File: src/sv/aeg_pkg.sv
// ----------------------------------------------------------------------------
// aeg_pkg
// Shared types and constants of the ADSR envelope gain block: item formats,
// configuration register indexes, phase codes and the stage formats that
// travel between the front end, the divider and the output stage.
// ----------------------------------------------------------------------------
package aeg_pkg;

    // Field widths
    localparam int TIME_W     = 32;
    localparam int LEN_W      = 24;
    localparam int GAIN_W     = 16;
    localparam int PHASE_W    = 3;
    localparam int CFG_IDX_W  = 3;
    localparam int CFG_DATA_W = 24;

    // One quotient bit per divider stage; the quotient is a Q0.16 gain
    localparam int DIV_STEPS  = GAIN_W;

    // Configuration register indexes
    localparam logic [CFG_IDX_W-1:0] CFG_ATTACK_LENGTH  = 3'd0;
    localparam logic [CFG_IDX_W-1:0] CFG_ATTACK_LEVEL   = 3'd1;
    localparam logic [CFG_IDX_W-1:0] CFG_DECAY_LENGTH   = 3'd2;
    localparam logic [CFG_IDX_W-1:0] CFG_SUSTAIN_LEVEL  = 3'd3;
    localparam logic [CFG_IDX_W-1:0] CFG_RELEASE_LENGTH = 3'd4;

    // Register reset values
    localparam logic [LEN_W-1:0]  RST_LENGTH = '0;
    localparam logic [GAIN_W-1:0] RST_LEVEL  = '1;

    // Envelope phase codes
    typedef enum logic [PHASE_W-1:0] {
        PH_WAIT    = 3'd0,
        PH_ATTACK  = 3'd1,
        PH_DECAY   = 3'd2,
        PH_SUSTAIN = 3'd3,
        PH_RELEASE = 3'd4,
        PH_DONE    = 3'd5
    } t_phase;

    // Configuration register file
    typedef struct packed {
        logic [LEN_W-1:0]  attack_length;
        logic [GAIN_W-1:0] attack_level;
        logic [LEN_W-1:0]  decay_length;
        logic [GAIN_W-1:0] sustain_level;
        logic [LEN_W-1:0]  release_length;
    } t_cfg;

    // Input item
    typedef struct packed {
        logic signed [TIME_W-1:0] elapsed;
        logic                     released;
        logic signed [TIME_W-1:0] release_moment;
    } t_in_item;

    // Result item
    typedef struct packed {
        logic [GAIN_W-1:0]  gain;
        logic [PHASE_W-1:0] phase;
    } t_out_item;

    // Ramp operands: gain = base +/- mult * mcand / divisor
    typedef struct packed {
        logic [GAIN_W-1:0] mult;
        logic [LEN_W-1:0]  mcand;
        logic [LEN_W-1:0]  divisor;
        logic [GAIN_W-1:0] base;
        logic              sub;
        t_phase            phase;
    } t_mul_item;

    // Divider state: partial remainder, and a shift register that feeds
    // dividend bits out at the top and takes quotient bits in at the bottom
    typedef struct packed {
        logic [LEN_W-1:0]  rem;
        logic [GAIN_W-1:0] lq;
        logic [LEN_W-1:0]  divisor;
        logic [GAIN_W-1:0] base;
        logic              sub;
        t_phase            phase;
    } t_div_item;

endpackage

File: src/sv/aeg_front.sv
// ----------------------------------------------------------------------------
// aeg_front
// Three register stages: time differences, phase selection with ramp
// operands, and the ramp product that seeds the divider.
// ----------------------------------------------------------------------------
module aeg_front (
    input  logic               i_clk,
    input  logic               i_rst_n,
    input  aeg_pkg::t_cfg      i_cfg,
    input  logic               i_valid,
    output logic               o_stall,
    input  aeg_pkg::t_in_item  i_item,
    output logic               o_valid,
    input  logic               i_stall,
    output aeg_pkg::t_div_item o_item
);

    typedef struct packed {
        logic                      t_neg;
        logic [aeg_pkg::LEN_W-1:0] t_low;
        logic                      released;
        logic [aeg_pkg::TIME_W:0]  d;    // elapsed - attack_length
        logic [aeg_pkg::TIME_W:0]  r;    // elapsed - release_moment
    } t_cls_item;

    logic               r_a_valid, r_b_valid, r_c_valid;
    logic               en_a, en_b, en_c;
    t_cls_item          r_a, n_a;
    aeg_pkg::t_mul_item r_b, n_b;
    aeg_pkg::t_div_item r_c, n_c;

    logic                         d_neg, d_lt_len, r_neg, r_lt_len, drop_neg;
    logic [aeg_pkg::GAIN_W:0]     drop;
    logic [aeg_pkg::GAIN_W-1:0]   drop_mag;
    logic [aeg_pkg::TIME_W+7:0]   prod;

    // Stage enables: a stage loads when empty or when its item moves on
    assign en_c    = ~r_c_valid | ~i_stall;
    assign en_b    = ~r_b_valid | en_c;
    assign en_a    = ~r_a_valid | en_b;
    assign o_stall = ~en_a;

    // Stage A: form both time differences
    always_comb begin
        n_a.t_neg    = i_item.elapsed[aeg_pkg::TIME_W-1];
        n_a.t_low    = i_item.elapsed[aeg_pkg::LEN_W-1:0];
        n_a.released = i_item.released;
        n_a.d        = {i_item.elapsed[aeg_pkg::TIME_W-1], i_item.elapsed}
                     - {{(aeg_pkg::TIME_W+1-aeg_pkg::LEN_W){1'b0}},
                        i_cfg.attack_length};
        n_a.r        = {i_item.elapsed[aeg_pkg::TIME_W-1], i_item.elapsed}
                     - {i_item.release_moment[aeg_pkg::TIME_W-1],
                        i_item.release_moment};
    end

    // Stage B: pick the phase and the ramp operands
    always_comb begin
        d_neg    = r_a.d[aeg_pkg::TIME_W];
        r_neg    = r_a.r[aeg_pkg::TIME_W];
        d_lt_len = $signed(r_a.d) < $signed({{(aeg_pkg::TIME_W+1-aeg_pkg::LEN_W){1'b0}},
                                             i_cfg.decay_length});
        r_lt_len = $signed(r_a.r) < $signed({{(aeg_pkg::TIME_W+1-aeg_pkg::LEN_W){1'b0}},
                                             i_cfg.release_length});
        drop     = {1'b0, i_cfg.attack_level} - {1'b0, i_cfg.sustain_level};
        drop_neg = drop[aeg_pkg::GAIN_W];
        drop_mag = drop_neg ? (i_cfg.sustain_level - i_cfg.attack_level)
                            : drop[aeg_pkg::GAIN_W-1:0];

        // Flat phases: zero product over a full-scale divisor gives zero
        n_b.mult    = '0;
        n_b.mcand   = '0;
        n_b.divisor = '1;
        n_b.base    = '0;
        n_b.sub     = 1'b0;
        n_b.phase   = aeg_pkg::PH_WAIT;

        if (r_a.t_neg) begin
            n_b.phase = aeg_pkg::PH_WAIT;
        end else if (d_neg) begin
            n_b.mult    = i_cfg.attack_level;
            n_b.mcand   = r_a.t_low;
            n_b.divisor = i_cfg.attack_length;
            n_b.phase   = aeg_pkg::PH_ATTACK;
        end else if (d_lt_len) begin
            // Downward or upward ramp; magnitude divided, sign applied later
            n_b.mult    = drop_mag;
            n_b.mcand   = r_a.d[aeg_pkg::LEN_W-1:0];
            n_b.divisor = i_cfg.decay_length;
            n_b.base    = i_cfg.attack_level;
            n_b.sub     = ~drop_neg;
            n_b.phase   = aeg_pkg::PH_DECAY;
        end else if (!r_a.released || r_neg) begin
            n_b.base    = i_cfg.sustain_level;
            n_b.phase   = aeg_pkg::PH_SUSTAIN;
        end else if (r_lt_len) begin
            n_b.mult    = i_cfg.sustain_level;
            n_b.mcand   = r_a.r[aeg_pkg::LEN_W-1:0];
            n_b.divisor = i_cfg.release_length;
            n_b.base    = i_cfg.sustain_level;
            n_b.sub     = 1'b1;
            n_b.phase   = aeg_pkg::PH_RELEASE;
        end else begin
            n_b.phase   = aeg_pkg::PH_DONE;
        end
    end

    // Stage C: ramp product; its top bits are the first partial remainder
    always_comb begin
        prod = {{aeg_pkg::LEN_W{1'b0}}, r_b.mult} * {{aeg_pkg::GAIN_W{1'b0}}, r_b.mcand};
        n_c.rem     = prod[aeg_pkg::LEN_W+aeg_pkg::GAIN_W-1:aeg_pkg::GAIN_W];
        n_c.lq      = prod[aeg_pkg::GAIN_W-1:0];
        n_c.divisor = r_b.divisor;
        n_c.base    = r_b.base;
        n_c.sub     = r_b.sub;
        n_c.phase   = r_b.phase;
    end

    // Valid bits
    always_ff @(posedge i_clk) begin
        if (!i_rst_n) begin
            r_a_valid <= 1'b0;
            r_b_valid <= 1'b0;
            r_c_valid <= 1'b0;
        end else begin
            if (en_a) r_a_valid <= i_valid;
            if (en_b) r_b_valid <= r_a_valid;
            if (en_c) r_c_valid <= r_b_valid;
        end
    end

    // Payload registers
    always_ff @(posedge i_clk) begin
        if (en_a && i_valid)   r_a <= n_a;
        if (en_b && r_a_valid) r_b <= n_b;
        if (en_c && r_b_valid) r_c <= n_c;
    end

    assign o_valid = r_c_valid;
    assign o_item  = r_c;

endmodule

File: src/sv/aeg_divider.sv
// ----------------------------------------------------------------------------
// aeg_divider
// Pipelined restoring divider: one quotient bit per register stage. The
// first partial remainder is below the divisor, so the quotient fits the
// gain width.
// ----------------------------------------------------------------------------
module aeg_divider (
    input  logic               i_clk,
    input  logic               i_rst_n,
    input  logic               i_valid,
    output logic               o_stall,
    input  aeg_pkg::t_div_item i_item,
    output logic               o_valid,
    input  logic               i_stall,
    output aeg_pkg::t_div_item o_item
);

    logic               r_valid [aeg_pkg::DIV_STEPS];
    aeg_pkg::t_div_item r_item  [aeg_pkg::DIV_STEPS];
    logic               s_vin   [aeg_pkg::DIV_STEPS];
    aeg_pkg::t_div_item s_in    [aeg_pkg::DIV_STEPS];
    aeg_pkg::t_div_item n_item  [aeg_pkg::DIV_STEPS];
    logic               s_en    [aeg_pkg::DIV_STEPS];
    logic               s_down  [aeg_pkg::DIV_STEPS];

    for (genvar k = 0; k < aeg_pkg::DIV_STEPS; k++) begin : g_step
        logic [aeg_pkg::LEN_W+1:0] trial;
        logic                      qbit;

        // Chain the stages
        if (k == 0) begin : g_first
            assign s_vin[k] = i_valid;
            assign s_in[k]  = i_item;
        end else begin : g_next
            assign s_vin[k] = r_valid[k-1];
            assign s_in[k]  = r_item[k-1];
        end

        if (k == aeg_pkg::DIV_STEPS - 1) begin : g_last
            assign s_down[k] = i_stall;
        end else begin : g_inner
            assign s_down[k] = ~s_en[k+1];
        end

        assign s_en[k] = ~r_valid[k] | ~s_down[k];

        // Bring down one dividend bit, subtract the divisor where it fits
        always_comb begin
            trial = {1'b0, s_in[k].rem, s_in[k].lq[aeg_pkg::GAIN_W-1]}
                  - {2'b00, s_in[k].divisor};
            qbit  = ~trial[aeg_pkg::LEN_W+1];
            n_item[k]     = s_in[k];
            n_item[k].rem = qbit ? trial[aeg_pkg::LEN_W-1:0]
                                 : {s_in[k].rem[aeg_pkg::LEN_W-2:0],
                                    s_in[k].lq[aeg_pkg::GAIN_W-1]};
            n_item[k].lq  = {s_in[k].lq[aeg_pkg::GAIN_W-2:0], qbit};
        end

        always_ff @(posedge i_clk) begin
            if (!i_rst_n) begin
                r_valid[k] <= 1'b0;
            end else if (s_en[k]) begin
                r_valid[k] <= s_vin[k];
            end
        end

        always_ff @(posedge i_clk) begin
            if (s_en[k] && s_vin[k]) begin
                r_item[k] <= n_item[k];
            end
        end
    end

    assign o_stall = ~s_en[0];
    assign o_valid = r_valid[aeg_pkg::DIV_STEPS-1];
    assign o_item  = r_item[aeg_pkg::DIV_STEPS-1];

endmodule

File: src/sv/aeg_output.sv
// ----------------------------------------------------------------------------
// aeg_output
// Output stage: apply the ramp quotient to the phase's base gain and hold
// the result item until it is taken.
// ----------------------------------------------------------------------------
module aeg_output (
    input  logic               i_clk,
    input  logic               i_rst_n,
    input  logic               i_valid,
    output logic               o_stall,
    input  aeg_pkg::t_div_item i_item,
    output logic               o_valid,
    input  logic               i_stall,
    output aeg_pkg::t_out_item o_item
);

    logic               r_valid;
    logic               en;
    aeg_pkg::t_out_item r_item, n_item;

    assign en      = ~r_valid | ~i_stall;
    assign o_stall = ~en;

    // Ramp result stays between its end points, so no clamp is needed
    always_comb begin
        n_item.gain  = i_item.sub ? (i_item.base - i_item.lq) : (i_item.base + i_item.lq);
        n_item.phase = i_item.phase;
    end

    always_ff @(posedge i_clk) begin
        if (!i_rst_n) begin
            r_valid <= 1'b0;
        end else if (en) begin
            r_valid <= i_valid;
        end
    end

    always_ff @(posedge i_clk) begin
        if (en && i_valid) begin
            r_item <= n_item;
        end
    end

    assign o_valid = r_valid;
    assign o_item  = r_item;

endmodule

File: src/sv/adsr_envelope_gain.sv
// ----------------------------------------------------------------------------
// adsr_envelope_gain
// Linear ADSR envelope gain with phase code, one result item per input item.
// ----------------------------------------------------------------------------
// Takes one item per clock while no stall holds the pipeline and returns one
// result per item, in order, through three front stages (time differences,
// phase select, ramp product), sixteen divider stages that each resolve one
// bit of the Q0.16 ramp quotient, and the output register. A stall on the
// output holds the pipeline only where an item waits to move; empty stages
// keep filling. Registers are to be written with i_cfg_we / i_cfg_index /
// i_cfg_data while no item is in flight; the block does not enforce this.
// ----------------------------------------------------------------------------
module adsr_envelope_gain (
    input  logic                              i_clk,
    input  logic                              i_rst_n,
    input  logic                              i_cfg_we,
    input  logic [aeg_pkg::CFG_IDX_W-1:0]     i_cfg_index,
    input  logic [aeg_pkg::CFG_DATA_W-1:0]    i_cfg_data,
    input  logic                              i_in_valid,
    output logic                              o_in_stall,
    input  aeg_pkg::t_in_item                 i_in_item,
    output logic                              o_out_valid,
    input  logic                              i_out_stall,
    output aeg_pkg::t_out_item                o_out_item
);

    aeg_pkg::t_cfg      r_cfg;
    logic               fr_valid, fr_stall;
    aeg_pkg::t_div_item fr_item;
    logic               dv_valid, dv_stall;
    aeg_pkg::t_div_item dv_item;

    // Configuration registers; values are masked to register width
    always_ff @(posedge i_clk) begin
        if (!i_rst_n) begin
            r_cfg.attack_length  <= aeg_pkg::RST_LENGTH;
            r_cfg.attack_level   <= aeg_pkg::RST_LEVEL;
            r_cfg.decay_length   <= aeg_pkg::RST_LENGTH;
            r_cfg.sustain_level  <= aeg_pkg::RST_LEVEL;
            r_cfg.release_length <= aeg_pkg::RST_LENGTH;
        end else if (i_cfg_we) begin
            case (i_cfg_index)
                aeg_pkg::CFG_ATTACK_LENGTH:
                    r_cfg.attack_length  <= i_cfg_data[aeg_pkg::LEN_W-1:0];
                aeg_pkg::CFG_ATTACK_LEVEL:
                    r_cfg.attack_level   <= i_cfg_data[aeg_pkg::GAIN_W-1:0];
                aeg_pkg::CFG_DECAY_LENGTH:
                    r_cfg.decay_length   <= i_cfg_data[aeg_pkg::LEN_W-1:0];
                aeg_pkg::CFG_SUSTAIN_LEVEL:
                    r_cfg.sustain_level  <= i_cfg_data[aeg_pkg::GAIN_W-1:0];
                aeg_pkg::CFG_RELEASE_LENGTH:
                    r_cfg.release_length <= i_cfg_data[aeg_pkg::LEN_W-1:0];
                default: begin
                end
            endcase
        end
    end

    aeg_front u_front (
        .i_clk   (i_clk),
        .i_rst_n (i_rst_n),
        .i_cfg   (r_cfg),
        .i_valid (i_in_valid),
        .o_stall (o_in_stall),
        .i_item  (i_in_item),
        .o_valid (fr_valid),
        .i_stall (fr_stall),
        .o_item  (fr_item)
    );

    aeg_divider u_divider (
        .i_clk   (i_clk),
        .i_rst_n (i_rst_n),
        .i_valid (fr_valid),
        .o_stall (fr_stall),
        .i_item  (fr_item),
        .o_valid (dv_valid),
        .i_stall (dv_stall),
        .o_item  (dv_item)
    );

    aeg_output u_output (
        .i_clk   (i_clk),
        .i_rst_n (i_rst_n),
        .i_valid (dv_valid),
        .o_stall (dv_stall),
        .i_item  (dv_item),
        .o_valid (o_out_valid),
        .i_stall (i_out_stall),
        .o_item  (o_out_item)
    );

endmodule

File: config.mk
export PLATFORM = sky130hd
export DESIGN_NAME = adsr_envelope_gain
export DESIGN_NICKNAME = d
export VERILOG_FILES = /design/src/sv/aeg_pkg.sv /design/src/sv/aeg_front.sv /design/src/sv/aeg_divider.sv /design/src/sv/aeg_output.sv /design/src/sv/adsr_envelope_gain.sv
export SDC_FILE = /design/constraint.sdc
export NUM_CORES = 2
export LEC_CHECK = 0
export BUFFER_PORTS_ARGS = -buffer_cell sky130_fd_sc_hd__buf_2
export CAP_MARGIN = 20
export CORE_ASPECT_RATIO = 0.6
export CORE_UTILIZATION = 65
export CTS_BUF_LIST = sky130_fd_sc_hd__clkbuf_4 sky130_fd_sc_hd__clkbuf_8 sky130_fd_sc_hd__clkbuf_16
export CTS_CLUSTER_DIAMETER = 100
export CTS_CLUSTER_SIZE = 14
export DETAILED_ROUTE_END_ITERATION = 6
export PLACE_DENSITY = 0.93
export SKIP_LAST_GASP = 1
export SYNTH_ARGS = -nofsm -noshare
export SYNTH_HDL_FRONTEND = slang
export SYNTH_SLANG_ARGS = --single-unit
File: constraint.sdc
create_clock -name i_clk -period 16.6 [get_ports i_clk]
set_input_delay 2.49 -clock i_clk [delete_from_list [all_inputs] [get_ports i_clk]]
set_output_delay 2.49 -clock i_clk [all_outputs]
set_load 0.05 [all_outputs]
==> results.txt <==
Synth area leaders: edfxtp_1, ha_1, fa_1, inv_1, nand2_1
combinational power share: 0.338
failing checks: DRC
top routing layer in use: met5
Pwr Density: 122 nW/µm²
CTS resizes: 0
Post-synth EDFFs: 1590
Iter 0 DRT Violations: 8018
Max VDD drop: 0.271 mV
#FFs+latches synth: 1699
Power Total: 12.4 mW
Post-CTS Setup Inserts: 0
register area share after synthesis: 0.527
die width: 495 µm
io pins: 118
post-route cell area: 102000 µm²
wl on met1: 93.9 mm
CP Class: in -> out
First-pass DRT Iterations: 7
WL met3: 24.5 mm
setup ws final: 8.28 ns
Die ar.: 147000 µm²
Final nets: 9128
Max clock buf depth: 3
Async SR Flop Fraction: 0
Final ANT Viol Nets: 0
Max-Cap Viols: 0
Flop pwr share: 0.404
status: complete, but fails checks
RSZ-0062 raised after global routing: no
Min-Delay Path Class: reg -> reg
number of synthesis warnings: 0
largest net degree at the start of global routing: 91
Rows: 108
post-route setup TNS: 0 ns
met2 wire len: 104 mm
hpwl dp: 164 mm
Post-Syn Nets: 8989
syn avg cell area: 12.0 µm²
Tot GR Track Use: 0.314
dominant cell type by area after synthesis: edfxtp_1
# DRC: 2
first-pass GRT wire length: 360 mm
count of cell types in the netlist: 96
Initial Utilization: 0.655
commonest non-fill, non-tap cell in the layout: edfxtp_1
layout cells sized above 1: 0.0859
initial antenna violation count: 8
WP data required: 14.11 ns
Critical Path Start Type: input pin
total grt overflow: 0
NetSw: 4.14 mW
Int Pwr: 8.28 mW
worst-margin pin slew: 1.19 ns
Post-DP Area: 97600 µm²
worst clock skew: 0.0699 ns
gpl congestion: 0.942
TritonCTS Sinks: 1699
Sw Ratio: 0.334
root buffer cell: clkbuf_16
clock latency on the worst-skew pair: 0.84 ns
top cell type's share of synthesized area: 0.504
Tcrit/Tclk final: 0.501
endpoint class of the critical path: primary output
Most used DFF post-synth: edfxtp_1
Setup-failing EPs final: 0
Slew Viols, Final: 0
pre-CTS WS: 8.34 ns
Post-Syn Instances: 7922
I/O Buffers: 117
DR vias/cell: 6.35
overall routed net length: 231 mm
Fmax: 120 MHz
Lkg Pwr: 40.6 nW
most frequent cells in the layout: edfxtp_1, inv_1, nand2_1
cell area after synthesis: 94700 µm²
Area Overhead vs Synth: 7.53%
Critical Path AT: 5.83 ns
min cycle time layout: 8.32 ns
htree depth: 4
Core Box Area: 145000 µm²
Final Hold Viols: 0
Die Y: 298 µm
number of hold buffers added after cts: 0
Routed WL per cell: 23.0 µm
CTS tree: done
Slew Limit Headroom: 0.186
CTS clk-pin slew, worst paths: 0.06 ns
crit path max fanout: 7
vias in the first global route: 64.9k
CTS Buf Count: 141
clock network fraction of total power: 0.258
vias post-DR: 63.8k
-- power groups by stage --
stage / combinational, mW / clock, mW / sequential (mW)
6_report: 4.19 / 3.21 / 5.02
5_1_grt: 4.67 / 3.38 / 5.03
4_1_cts: 4.15 / 3.23 / 5.02
3_5_place_dp: 4.10 / 0 / 5.11
3_3_place_gp: 3.94 / 0 / 5.10
2_1_floorplan: 3.03 / 0 / 5.06
-- cell usage after synthesis, types with 71 or more instances --
library cell,number
mux2_2,198
inv_1,983
fa_1,326
nand2_1,679
nand2b_1,71
o21a_1,100
nand3_1,90
and2_1,188
a21oi_1,371
a21o_1,178
dfxtp_1,109
xor2_1,117
clkbuf_1,153
o21ai_0,286
nor3_1,145
edfxtp_1,1590
xnor2_1,266
nor2_1,375
a21boi_0,98
ha_1,644
nor2b_1,109
-- flip-flops by register name, summed over array words and instances, names as in the netlist --
name,count
u_divider.r_item,1296
r_cfg,104
u_front.r_a,91
u_front.o_item,84
u_front.n_c,44
u_front.r_b,40
u_output.o_item,19
u_divider.r_valid,16
u_front.d_neg,1
u_front.o_valid,1
u_front.r_a_valid,1
u_front.r_b_valid,1
u_output.o_valid,1
-- final cells by class --
class	instances	area, µm²
Inverter	983	3690
Multi-Input combinational cell	5054	40500
Tap cell	1925	2410
Sequential cell	1699	49900
Clock buffer	174	3790
Antenna cell	6	15.0
Timing Repair Buffer	182	1110
Clock inverter	18	402
Fill cell	9027	42700
-- kinds of logic after synthesis --
kind of cell / count (synthesis) / synth area share
muxes: 267 / 0.0318
xor gates and xnor gates: 383 / 0.0354
DFF: 1699 / 0.527
AOI/OAI and AO/OA: 1572 / 0.111
buffers and inverters: 1169 / 0.0472
adders and majority gates: 970 / 0.154
and+or+nand+nor: 1862 / 0.0931
-- metal layers --
layer  GRT usage  vias to the layer above
met5           0                        -
met4       0.112                        6
met3      0.0757                      681
met2       0.485                     3828
met1       0.434                    31000
li1            -                    28300
-- worst paths after layout --
check,from,endpoint,slack [ns],cells after the start
setup reg to reg,u_front.r_b[69],u_front.o_item[82],9.17,21
setup / recovery,i_out_stall,o_in_stall,8.28,10
hold reg to reg,u_divider.r_item[0][257],u_divider.r_item[0][341],0.37,0
hold / removal,u_divider.r_item[0][257],u_divider.r_item[0][341],0.37,0
-- metrics by stage --
step / cells / utilization / hold slack (ns)
floorplan: 7922 / - / 0.400
global placement: 9839 / 0.675 / 0.400
detailed placement: 9839 / 0.675 / 0.405
CTS: 10000 / 0.704 / 0.359
global route: 10000 / 0.704 / 0.384
finish: 10000 / 0.705 / 0.374
-- critical path, stage by stage --
cell,delay [ns]
buf_2,0.12
and3_1,0.26
and2_1,0.26
and3_1,0.35
nand2_1,0.14
nor3_1,0.87
nand3_1,0.17
nor2_1,0.48
and3_1,0.38
buf_2,0.31
Power figures use the tool's default switching activity.
